`src/hdl/hslrgb_pkg.sv`:
```
// Shared constants, codes and stage types of the HSL to RGB565 converter.
package hslrgb_pkg;

   localparam int FRAC_BITS = 8;
   localparam int FIELD_W = 9;

   localparam int HUE_SECTOR = 60;
   localparam int HUE_PAIR = 120;
   localparam int HUE_LIMIT = 360;
   localparam int WEIGHT_W = 6;

   // Width of 1-|2L-1| in units of 2^-FRAC_BITS, signed.
   localparam int DIFF_W = ((FRAC_BITS > 10) ? FRAC_BITS : 10) + 3;
   // Width of chroma in units of 2^-(2*FRAC_BITS), signed.
   localparam int CHROMA_W = DIFF_W + FIELD_W + 1;
   // Width of the channel sums in units of 1/(120*2^(2*FRAC_BITS)), signed.
   localparam int VAL_BASE_W = ((CHROMA_W + 8 > 2 * FRAC_BITS + 8) ?
                                CHROMA_W + 8 : 2 * FRAC_BITS + 8);
   localparam int VAL_W = ((VAL_BASE_W > FRAC_BITS + FIELD_W + 8) ?
                           VAL_BASE_W : FRAC_BITS + FIELD_W + 8) + 2;

   localparam logic signed [DIFF_W-1:0] DIFF_ONE = DIFF_W'(1 << FRAC_BITS);
   localparam logic signed [VAL_W-1:0] K120 = VAL_W'(120);
   localparam logic signed [VAL_W-1:0] K60 = VAL_W'(60);

   // Full scale of a channel divided by its scale is 15*2^shift.
   localparam int RB_SHIFT = 2 * FRAC_BITS - 2;
   localparam int G_SHIFT = 2 * FRAC_BITS - 3;
   localparam int RB_W = 5;
   localparam int G_W = 6;
   localparam int RB_MAX = 31;
   localparam int G_MAX = 63;
   localparam int RB_LIMIT = (RB_MAX + 1) * 15;
   localparam int G_LIMIT = (G_MAX + 1) * 15;
   localparam int T_W = 10;
   // floor(t/15) equals (t*2185)>>15 for every t below 960.
   localparam int RECIP = 2185;
   localparam int RECIP_W = 12;
   localparam int RECIP_SHIFT = 15;
   localparam int PIXEL_W = 16;
   localparam int RED_POS = 11;
   localparam int GREEN_POS = 5;

   // Pipeline depth from accepted request to the result strobe.
   localparam int LATENCY = 6;

   typedef enum logic [2:0] {
      SEC_R_Y = 3'd0,
      SEC_Y_G = 3'd1,
      SEC_G_C = 3'd2,
      SEC_C_B = 3'd3,
      SEC_B_M = 3'd4,
      SEC_M_R = 3'd5
   } sector_type;

   typedef struct packed {
      logic                     valid;
      logic                     hue_err;
      sector_type               sector;
      logic [WEIGHT_W-1:0]      weight;
      logic [FIELD_W-1:0]       lightness;
      logic signed [CHROMA_W-1:0] chroma;
   } chroma_type;

   typedef struct packed {
      logic                     valid;
      logic                     hue_err;
      logic signed [VAL_W-1:0]  red;
      logic signed [VAL_W-1:0]  green;
      logic signed [VAL_W-1:0]  blue;
   } chan_type;

endpackage

```
`src/hdl/hsl_to_rgb565_converter_top.sv`:
```
// Top level of the HSL to RGB565 pixel converter.
//
// This block turns one HSL colour into one RGB565 pixel word per transfer and
// takes a new request in every clock cycle. A request transfers at a rising edge
// where start is high and busy is low; busy is high only while reset is held.
// Each request yields exactly one result six cycles later: rsp_strobe is high
// for a single cycle with rsp_pixel_color and rsp_hue_error, and the receiver
// must take it then, since results cannot be held off. The latency is set by
// the six register stages: sector and lightness term, chroma multiply, the
// C, X and m products, sector permutation and offset add, truncation and
// clamping, and the divide-by-fifteen reciprocal multiply with packing.
// Hue is in whole degrees; a hue of 360 or more raises rsp_hue_error and gives
// a pixel of zero. Saturation and lightness are fractions in units of 1/256
// and values above 1.0 are used as given. Each channel is truncated toward
// zero and saturated to 31 for red and blue and 63 for green.
module hsl_to_rgb565_converter_top
   import hslrgb_pkg::*;
(
   input  logic               clock,
   input  logic               reset,
   input  logic               start,
   output logic               busy,
   input  logic [FIELD_W-1:0] req_hue_degrees,
   input  logic [FIELD_W-1:0] req_saturation,
   input  logic [FIELD_W-1:0] req_lightness,
   output logic               rsp_strobe,
   output logic [PIXEL_W-1:0] rsp_pixel_color,
   output logic               rsp_hue_error
);

   chroma_type chroma;
   chan_type   chan;
   logic       req_transfer;

   // The pipeline never stalls, so the only time a request is refused is reset.
   assign busy = reset;
   assign req_transfer = start & ~busy;

   hslrgb_chroma u_chroma (
      .clock      (clock),
      .reset      (reset),
      .in_valid   (req_transfer),
      .hue        (req_hue_degrees),
      .saturation (req_saturation),
      .lightness  (req_lightness),
      .chroma_out (chroma)
   );

   // All terms share the denominator 120*2^16, so no rounding happens here.
   hslrgb_mix u_mix (
      .clock     (clock),
      .reset     (reset),
      .chroma_in (chroma),
      .chan_out  (chan)
   );

   hslrgb_quant u_quant (
      .clock      (clock),
      .reset      (reset),
      .chan_in    (chan),
      .out_strobe (rsp_strobe),
      .out_pixel  (rsp_pixel_color),
      .out_err    (rsp_hue_error)
   );

endmodule

```
`src/hdl/hslrgb_chroma.sv`:
```
// Stages one and two: hue sector and weight, then chroma = (1-|2L-1|)*S.
module hslrgb_chroma
   import hslrgb_pkg::*;
(
   input  logic               clock,
   input  logic               reset,
   input  logic               in_valid,
   input  logic [FIELD_W-1:0] hue,
   input  logic [FIELD_W-1:0] saturation,
   input  logic [FIELD_W-1:0] lightness,
   output chroma_type         chroma_out
);

   sector_type               sector_in, sector_ff;
   logic                     err_in, err_ff, valid_ff;
   logic [FIELD_W-1:0]       base, rem, rem_up;
   logic [WEIGHT_W-1:0]      weight_in, weight_ff;
   logic signed [DIFF_W-1:0] dev, mag, diff_in, diff_ff;
   logic [FIELD_W-1:0]       sat_ff, lig_ff;
   chroma_type               chroma_in, chroma_ff;

   always_comb begin
      err_in = (hue >= FIELD_W'(HUE_LIMIT));
      priority if (hue >= FIELD_W'(5 * HUE_SECTOR)) sector_in = SEC_M_R;
      else if (hue >= FIELD_W'(4 * HUE_SECTOR)) sector_in = SEC_B_M;
      else if (hue >= FIELD_W'(3 * HUE_SECTOR)) sector_in = SEC_C_B;
      else if (hue >= FIELD_W'(2 * HUE_SECTOR)) sector_in = SEC_G_C;
      else if (hue >= FIELD_W'(HUE_SECTOR)) sector_in = SEC_Y_G;
      else sector_in = SEC_R_Y;
      unique case (sector_in)
         SEC_R_Y, SEC_Y_G: base = '0;
         SEC_G_C, SEC_C_B: base = FIELD_W'(HUE_PAIR);
         SEC_B_M, SEC_M_R: base = FIELD_W'(2 * HUE_PAIR);
         default: base = '0;
      endcase
      // Weight is 60 at the middle of a sector pair and falls to 0 at its ends.
      rem = hue - base;
      rem_up = FIELD_W'(HUE_PAIR) - rem;
      weight_in = (rem < FIELD_W'(HUE_SECTOR)) ? rem[WEIGHT_W-1:0] : rem_up[WEIGHT_W-1:0];
      dev = $signed({{(DIFF_W-FIELD_W-1){1'b0}}, lightness, 1'b0}) - DIFF_ONE;
      mag = (dev < 0) ? -dev : dev;
      diff_in = DIFF_ONE - mag;
   end

   always_comb begin
      chroma_in.valid = valid_ff;
      chroma_in.hue_err = err_ff;
      chroma_in.sector = sector_ff;
      chroma_in.weight = weight_ff;
      chroma_in.lightness = lig_ff;
      chroma_in.chroma = CHROMA_W'(diff_ff) * $signed({1'b0, sat_ff});
   end

   always_ff @(posedge clock) begin
      if (reset) begin
         valid_ff <= 1'b0;
         chroma_ff.valid <= 1'b0;
      end else begin
         valid_ff <= in_valid;
         chroma_ff.valid <= chroma_in.valid;
      end
      chroma_ff.hue_err <= chroma_in.hue_err;
      chroma_ff.sector <= chroma_in.sector;
      chroma_ff.weight <= chroma_in.weight;
      chroma_ff.lightness <= chroma_in.lightness;
      chroma_ff.chroma <= chroma_in.chroma;
   end

   always_ff @(posedge clock) begin
      err_ff <= err_in;
      sector_ff <= sector_in;
      weight_ff <= weight_in;
      diff_ff <= diff_in;
      sat_ff <= saturation;
      lig_ff <= lightness;
   end

   assign chroma_out = chroma_ff;

endmodule

```
`src/hdl/hslrgb_mix.sv`:
```
// Stages three and four: C, X and m terms, then the sector permutation plus m.
module hslrgb_mix
   import hslrgb_pkg::*;
(
   input  logic       clock,
   input  logic       reset,
   input  chroma_type chroma_in,
   output chan_type   chan_out
);

   logic signed [VAL_W-1:0] chroma_x, lig_x;
   logic signed [VAL_W-1:0] cv_in, xv_in, mv_in, cv_ff, xv_ff, mv_ff;
   logic signed [VAL_W-1:0] rsel, gsel, bsel;
   logic                    valid_ff, err_ff;
   sector_type              sector_ff;
   chan_type                chan_in, chan_ff;

   always_comb begin
      chroma_x = VAL_W'(chroma_in.chroma);
      lig_x = $signed(VAL_W'({chroma_in.lightness, {FRAC_BITS{1'b0}}}));
      cv_in = chroma_x * K120;
      xv_in = chroma_x * $signed(VAL_W'({chroma_in.weight, 1'b0}));
      mv_in = lig_x * K120 - chroma_x * K60;
   end

   always_comb begin
      unique case (sector_ff)
         SEC_R_Y: begin rsel = cv_ff; gsel = xv_ff; bsel = '0;    end
         SEC_Y_G: begin rsel = xv_ff; gsel = cv_ff; bsel = '0;    end
         SEC_G_C: begin rsel = '0;    gsel = cv_ff; bsel = xv_ff; end
         SEC_C_B: begin rsel = '0;    gsel = xv_ff; bsel = cv_ff; end
         SEC_B_M: begin rsel = xv_ff; gsel = '0;    bsel = cv_ff; end
         default: begin rsel = cv_ff; gsel = '0;    bsel = xv_ff; end
      endcase
      chan_in.valid = valid_ff;
      chan_in.hue_err = err_ff;
      chan_in.red = rsel + mv_ff;
      chan_in.green = gsel + mv_ff;
      chan_in.blue = bsel + mv_ff;
   end

   always_ff @(posedge clock) begin
      if (reset) begin
         valid_ff <= 1'b0;
         chan_ff.valid <= 1'b0;
      end else begin
         valid_ff <= chroma_in.valid;
         chan_ff.valid <= chan_in.valid;
      end
      chan_ff.hue_err <= chan_in.hue_err;
      chan_ff.red <= chan_in.red;
      chan_ff.green <= chan_in.green;
      chan_ff.blue <= chan_in.blue;
   end

   always_ff @(posedge clock) begin
      err_ff <= chroma_in.hue_err;
      sector_ff <= chroma_in.sector;
      cv_ff <= cv_in;
      xv_ff <= xv_in;
      mv_ff <= mv_in;
   end

   assign chan_out = chan_ff;

endmodule

```
`src/hdl/hslrgb_quant.sv`:
```
// Stages five and six: truncate, clamp and divide by fifteen, then pack RGB565.
module hslrgb_quant
   import hslrgb_pkg::*;
(
   input  logic               clock,
   input  logic               reset,
   input  chan_type           chan_in,
   output logic               out_strobe,
   output logic [PIXEL_W-1:0] out_pixel,
   output logic               out_err
);

   localparam int PROD_W = T_W + RECIP_W;

   typedef struct packed {
      logic           zero;
      logic           sat;
      logic [T_W-1:0] t;
   } pre_type;

   function automatic pre_type quant_pre(input logic signed [VAL_W-1:0] v,
                                         input int shift, input int limit);
      logic [VAL_W-1:0] t;
      pre_type          p;
      t = $unsigned(v) >> shift;
      p.zero = (v <= 0);
      p.sat = (t >= VAL_W'(limit));
      p.t = t[T_W-1:0];
      return p;
   endfunction

   pre_type              red_in, green_in, blue_in, red_ff, green_ff, blue_ff;
   logic                 valid_ff, err_ff;
   logic [PROD_W-1:0]    red_prod, green_prod, blue_prod;
   logic [RB_W-1:0]      red_q, blue_q;
   logic [G_W-1:0]       green_q;
   logic [PIXEL_W-1:0]   pixel_in, pixel_ff;
   logic                 strobe_ff, out_err_ff;

   always_comb begin
      red_in = quant_pre(chan_in.red, RB_SHIFT, RB_LIMIT);
      green_in = quant_pre(chan_in.green, G_SHIFT, G_LIMIT);
      blue_in = quant_pre(chan_in.blue, RB_SHIFT, RB_LIMIT);
   end

   always_comb begin
      red_prod = PROD_W'(red_ff.t) * PROD_W'(RECIP);
      green_prod = PROD_W'(green_ff.t) * PROD_W'(RECIP);
      blue_prod = PROD_W'(blue_ff.t) * PROD_W'(RECIP);
      priority if (red_ff.zero) red_q = '0;
      else if (red_ff.sat) red_q = RB_W'(RB_MAX);
      else red_q = red_prod[RECIP_SHIFT +: RB_W];
      priority if (green_ff.zero) green_q = '0;
      else if (green_ff.sat) green_q = G_W'(G_MAX);
      else green_q = green_prod[RECIP_SHIFT +: G_W];
      priority if (blue_ff.zero) blue_q = '0;
      else if (blue_ff.sat) blue_q = RB_W'(RB_MAX);
      else blue_q = blue_prod[RECIP_SHIFT +: RB_W];
      if (err_ff) begin
         pixel_in = '0;
      end else begin
         pixel_in = (PIXEL_W'(red_q) << RED_POS) | (PIXEL_W'(green_q) << GREEN_POS)
                  | PIXEL_W'(blue_q);
      end
   end

   always_ff @(posedge clock) begin
      if (reset) begin
         valid_ff <= 1'b0;
         strobe_ff <= 1'b0;
      end else begin
         valid_ff <= chan_in.valid;
         strobe_ff <= valid_ff;
      end
   end

   always_ff @(posedge clock) begin
      err_ff <= chan_in.hue_err;
      red_ff <= red_in;
      green_ff <= green_in;
      blue_ff <= blue_in;
      pixel_ff <= pixel_in;
      out_err_ff <= err_ff;
   end

   assign out_strobe = strobe_ff;
   assign out_pixel = pixel_ff;
   assign out_err = out_err_ff;

endmodule

```
`config.mk`:
```
export PLATFORM = sky130hd
export DESIGN_NAME = hsl_to_rgb565_converter_top
export DESIGN_NICKNAME = d
export VERILOG_FILES = /design/src/hdl/hslrgb_pkg.sv /design/src/hdl/hsl_to_rgb565_converter_top.sv /design/src/hdl/hslrgb_chroma.sv /design/src/hdl/hslrgb_mix.sv /design/src/hdl/hslrgb_quant.sv
export SDC_FILE = /design/constraint.sdc
export NUM_CORES = 2
export LEC_CHECK = 0
export BUFFER_PORTS_ARGS = -buffer_cell sky130_fd_sc_hd__clkbuf_2
export CAP_MARGIN = 5
export CORE_UTILIZATION = 60
export CTS_CLUSTER_DIAMETER = 30
export CTS_CLUSTER_SIZE = 28
export DETAILED_ROUTE_END_ITERATION = 10
export GPL_TIMING_DRIVEN = 0
export PLACE_DENSITY = 0.73
export SLEW_MARGIN = 20
export SYNTH_ARGS = -nofsm -noshare
export SYNTH_HDL_FRONTEND = slang
export SYNTH_HIERARCHICAL = 1
export SYNTH_SLANG_ARGS = --single-unit
```
`constraint.sdc`:
```
create_clock -name clock -period 14.9 [get_ports clock]
set_input_delay 2.235 -clock clock [delete_from_list [all_inputs] [get_ports clock]]
set_output_delay 2.235 -clock clock [all_outputs]
set_load 0.01 [all_outputs]
```
# --- Yosys cells after proc, flatten, opt, wreduce, memory -nomap -nowiden ---
# Cells that the tools add are included.
word_totals:
  input_bits: 30
  word_cells: 107
  out_inout_bits: 19
  register_bits: 342
classes:
  eq_ne: 8
  order_cmp: 14
  n_mul: 8
  bitwise: 4
  n_reduce_logical: 9
  n_addsub: 9
  n_mux: 17
op_table:
  columns: ["operator", "n"]
  rows:
  - ["case mux 33 bit (2 select lines)", 3]
  - ["adder 33 bit", 3]
  - ["less-or-equal comparator 33 x 1 -> 1 bit (second input constant)", 3]
  - ["multiplier 23 x 5 -> 28 bit (second input constant)", 2]
  - ["multiplier 10 x 12 -> 20 bit (second input constant)", 2]
  - [">= comparator 19 x 9 -> 1 bit (second input constant)", 2]
  - ["subtractor 33 bit", 1]
  - ["multiplier 23 x 7 -> 30 bit", 1]
  - ["multiplier 13 x 10 -> 23 bit", 1]
  - ["multiplier 10 x 12 -> 21 bit (second input constant)", 1]
  - [">= comparator 20 x 10 -> 1 bit (second input constant)", 1]
  - ["two-way mux 5 bit", 4]
  - [">= comparator 9 x 8 -> 1 bit (second input constant)", 2]
  - [">= comparator 9 bit (second input constant)", 2]
  - ["two-way mux 6 bit", 3]
  - ["bitwise OR 16 x 11 -> 16 bit", 1]
  - ["bitwise OR 16 x 5 -> 16 bit", 1]
  - ["case mux 8 bit (2 select lines)", 1]
  - ["OR reduction 2 bit", 8]
  - ["multiplier 9 x 4 -> 13 bit (second input constant)", 1]
  - ["two-way mux 13 bit", 1]
  - ["negation 11 -> 13 bit", 1]
  - ["subtractor 10 x 13 -> 13 bit (first input constant)", 1]
  - ["== test 3 x 2 -> 1 bit (second input constant)", 4]
  - ["other kinds (14)", 19]

# --- Logic depth before layout (Yosys ltp) ---
logic_depth:
  ltp_word: 12
  depth_mapped: 29
  mapped_depth_nobuf: 27

# --- Cells and area by module ---
# The synthesis kept the hierarchy.
by_module_without_submodules:
  columns: ["module", "cells_per_inst", "instances", "seq_area_each_um2", "area_per_inst_um2"]
  rows:
  - ["hslrgb_mix", 1934, 1, 3783.6, 17815.8]
  - ["hslrgb_chroma", 734, 1, 1641.6, 6956.7]
  - ["hslrgb_quant", 420, 1, 1121.1, 4309.1]
  - ["hsl_to_rgb565_converter_top", 2, 1, 0.0, 21.3]

# --- Least setup slack after synthesis ---
# No wires, ideal clock.
synth_timing:
  path_type: "flip-flop to flip-flop"
  from: "reg u_chroma/chroma_out[1] (netlist name)"
  to: "reg u_mix.mv_ff[26]"
  t_required_ns: 14.764
  path_stages_with_launch: 27
  period_less_slack_ns: 5.320
  setup_ns: 0.136
  arrival_time_ns: 5.184
  setup_slack_ns: 9.580
  n_path_buf: 0
  path_cell_list: "dfxtp_1 inv_1 ha_1 ha_1 xnor2_1 inv_1 ha_1 nand2b_1 ha_1 a21oi_1 a21oi_1 nor2_1 nand2_1 a21oi_1 nor2b_1 o21ai_0 nand2b_1 xnor2_1 ha_1 nor2b_1 a2111oi_0 a21oi_1 a41o_1 a31o_2 a31oi_4 nor3_1 xnor2_1"
synth_between:
  elab_chain_len: 2
synth_lines:
  columns: ["item", "line_no", "source"]
  rows:
  - ["multiplier 23 x 5 -> 28 bit", "hslrgb_mix.sv:23", "mv_in = lig_x * K120 - chroma_x * K60;"]
  - ["subtractor 33 bit", "hslrgb_mix.sv:23", null]
  - ["named net u_mix.mv_in[26]", "hslrgb_mix.sv:12", "logic signed [VAL_W-1:0] cv_in, xv_in, mv_in, cv_ff, xv_ff, mv_ff;"]
  - ["end signal: assignment", "hslrgb_mix.sv:61", "mv_ff <= mv_in;"]
  - ["end: declaration", "hslrgb_mix.sv:12", null]
# The timed path passes the listed nets, and every way through them passes these cells.
# A chain may end at the register's enable or synchronous reset.

# --- Final worst setup path ---
layout_timing:
  from: "reg u_chroma/chroma_out[1] (netlist name)"
  to: "reg u_mix.mv_ff[26]"
layout_between:
  elab_chain_len: 2
layout_lines:
  columns: ["item", "line_no"]
  rows:
  - ["multiplier 23 x 5 -> 28 bit", "hslrgb_mix.sv:23"]
  - ["subtractor 33 bit", "hslrgb_mix.sv:23"]
  - ["named net u_mix.mv_in[26]", "hslrgb_mix.sv:12"]
# The timed path passes the listed nets, and every way through them passes these cells.

==> results.sh <==
export IMPL_gp_congestion=0.966
export IMPL_fp_coreArea_um2=47700
export IMPL_hold_path_class="reg -> reg"
export IMPL_drive_above_1_share=0.0683
export IMPL_synth_edff_count=0
export IMPL_clk_pin_slew_worst_paths_ps=40
export IMPL_cts_sinks=327
export IMPL_fin_hold_ws_ps=310
export IMPL_fillers=3721
export IMPL_dieWidth_um=222
export IMPL_cts_root_buf="clkbuf_16"
export IMPL_critical_path_arrival_ps=6710
export IMPL_drt_drc_violations_left=0
export IMPL_drtIter0Drc=1160
export IMPL_firstDrtPassIters=6
export IMPL_drv_slew=0
export IMPL_viasPerCell=5.67
export IMPL_ys_warn_count=6
export IMPL_worstPathRequired_ps=15340
export IMPL_grt_antenna_before_repair=1
export IMPL_yosys_most_used_dff="dfxtp_1"
export IMPL_endpoint_kind="flop"
export IMPL_path_buf_inv=3
export IMPL_grt_use_total=0.282
export IMPL_synth_seq_area_share=0.225
export IMPL_maxCapViolCount=0
export IMPL_grt_overflow_total=0
export IMPL_ys_ff_latch=327
export IMPL_cts_tree="built"
export IMPL_n_antenna_cell=0
export IMPL_vias=22000
export IMPL_synth_cell_area_um2=29100
export IMPL_numPortBuffers=48
export IMPL_period_minus_slack_ps=6270
export IMPL_htreeDepth=3
export IMPL_hold_viol_final=0
export IMPL_area_delta_synth_final_pct=11.9
export IMPL_ctsResizeCount=0
export IMPL_tightest_slew_ps=885
export IMPL_crit_family="compound AO/OA/AOI/OAI gates"
export IMPL_io_pins=49
export IMPL_grt_pass1_wl_um=112000
export IMPL_rows=80
export IMPL_die_h_um=222
export IMPL_grt_start_max_net_pins=13
export IMPL_cpMostUsedCell="ha_1"
export IMPL_max_freq_mhz=160
export IMPL_insertion_delay_ps=600
export IMPL_max_stage_delay_ps=580
export IMPL_final_nets=3918
export IMPL_multiInputGateArea_um2=20600
export IMPL_setup_violations=0
export IMPL_crit_type="reg -> reg"
export IMPL_drt_total_wl_um=67800
export IMPL_postRouteAntennaNets=0
export IMPL_synth_cells=3090
export IMPL_wl_per_cell_um=17.5
export IMPL_worst_clock_skew_ps=33.1
export IMPL_crit_fanout=10
export IMPL_timing_setup_tns_ps=0
export IMPL_hold_buffers=0
export IMPL_cp_slowest_cell="dfxtp_1"
export IMPL_synthArstFlopShare=0
export IMPL_seq_area_um2=6550
export IMPL_synthDistinctLibCells=92
export IMPL_fin_crit_sh=0.421
export IMPL_cts_path_max_buffers=3
export IMPL_avgSynthCellArea_um2=9.42
export IMPL_status="complete, no violations"
export IMPL_rsz0062_at_grt="no"
export IMPL_start_util=0.610
export IMPL_dpl_cell_area_um2=30100
export IMPL_dp_hpwl_um=55300
export IMPL_slew_headroom=0.393
export IMPL_critPathLaunchType="flop"
export IMPL_grt_pass1_vias=23000
export IMPL_die_area_um2=49400
export IMPL_post_cts_buffers=0
export IMPL_cts_inserted_buffers=71
export IMPL_fin_area_um2=32600
## worst reg2reg max path, stage by stage (launching register included)
cell and delay (ps):
dfxtp_1 580, inv_1 90, ha_1 380, ha_1 310
xnor2_1 380, inv_1 150, ha_1 330, inv_1 60
fa_1 470, nand2b_1 220, a21oi_1 260, o21ai_0 110
a21boi_0 190, o21ai_0 110, nand2_1 100, xnor2_1 170
ha_1 340, a21oi_1 150, nor2b_1 60, a2111oi_0 400
a21oi_1 210, a41o_1 310, a31o_2 290, a31oi_4 230
nor3_1 110, xnor2_1 150
## state kept, by name, summed over array words and instances, names as in the netlist, 11 cells and up
signal	count
u_chroma/diff_ff	11
u_mix/chan_out	98
u_quant/blue_ff	12
u_quant/red_ff	12
u_mix/cv_ff	28
u_mix/xv_ff	30
u_quant/green_ff	12
u_chroma/chroma_out	42
u_mix/mv_ff	28
u_quant/out_pixel	16
## stage by stage
stage | utilization | setup WS, ps | cells
2_1_floorplan | - | 9580 | 3092
3_3_place_gp | 0.631 | 8830 | 3755
3_5_place_dp | 0.631 | 8700 | 3755
4_1_cts | 0.682 | 8680 | 3882
5_1_grt | 0.682 | 8200 | 3882
6_report | 0.682 | 8630 | 3882
## cells by family (layout without fill, tap and decap cells)
logic type | Yosys count | after routing | synth area share
other cells | 2 | 4 | 0.000258
mux | 6 | 6 | 0.00215
compound gates | 627 | 627 | 0.152
simple gates | 726 | 726 | 0.127
fa+ha+maj | 676 | 676 | 0.360
flops | 327 | 327 | 0.225
xor+xnor | 221 | 221 | 0.0675
buf+inv | 505 | 680 | 0.0661
## path summary, 6_finish.rpt
kind,startpoint,to,slack [ps],cells after the start
setup / recovery,u_chroma/chroma_out[1],u_mix/mv_ff[26],8630,25
hold / removal,u_chroma/lig_ff[1],u_chroma/chroma_out[24],310,0
setup reg to reg,u_chroma/chroma_out[1],u_mix/mv_ff[26],8630,25
hold reg to reg,u_chroma/lig_ff[1],u_chroma/chroma_out[24],310,0
## cells in the final DEF (no fill, tap or decap), types with 19 or more instances in the layout
cell,instances
nor4_1,29
o21bai_1,27
nand2b_1,29
a21o_1,78
clkbuf_16,72
clkbuf_1,49
xnor2_1,159
o21a_1,27
nor2_1,119
inv_1,450
a22o_1,83
nor3_1,43
ha_1,407
nor2b_1,31
and3_1,23
fa_1,268
clkbuf_2,48
o21ai_0,91
a31oi_1,19
dfxtp_1,327
nand3_1,42
xor2_1,59
and2_1,150
nand2_1,200
a21oi_1,156
## metal layers
metal  share of wire  vias up  global-route usage  routed length [um]
met3           0.041      158              0.0340                2750
met4           0.049        0               0.148                3310
met2            0.50      538               0.501               33600
li1                -    10700                   -                   -
met1            0.41    10600               0.334               28100
met5               0        -                   0                   0
## final cells by class
cell class                      instances  area share
Buffer                                 55     0.00718
Sequential cell                       327       0.201
Multi-Input combinational cell       2260       0.634
Inverter                              450      0.0519
Timing Repair Buffer                   48     0.00738
Clock buffer                           85      0.0599
Tap cell                              615      0.0236
Clock inverter                         42      0.0151
## Yosys cell counts, drive strengths merged, types with 4 or more instances
master	instances	share of area
a2111oi	8	0.0037
a211o	6	0.0018
a211oi	19	0.0056
a21boi	13	0.0034
a21o	80	0.021
a21oi	158	0.027
a221oi	5	0.0021
a22o	83	0.025
a311o	4	0.0014
a311oi	7	0.0023
a31o	4	0.0012
a31oi	20	0.0048
a41o	5	0.0017
a41oi	6	0.0021
and2	150	0.032
and3	24	0.0052
and4	4	0.0012
buf	9	0.0021
clkbuf	46	0.0059
dfxtp	327	0.22
fa	268	0.18
ha	407	0.17
inv	450	0.058
mux2i	4	0.0014
nand2	200	0.026
nand2b	29	0.0062
nand3	42	0.0072
nand4	16	0.0034
nor2	119	0.015
nor2b	32	0.0071
nor3	43	0.0074
nor3b	6	0.0015
nor4	31	0.0069
o211ai	15	0.0040
o21a	27	0.0070
o21ai	92	0.016
o21bai	27	0.0070
o221ai	7	0.0021
o22ai	4	0.00086
o31ai	7	0.0018
or2	9	0.0019
or3	9	0.0021
xnor2	159	0.048
xor2	61	0.019
Power is not shown: default switching activity piles up to over one toggle a cycle in this logic, so the estimate is an artifact.
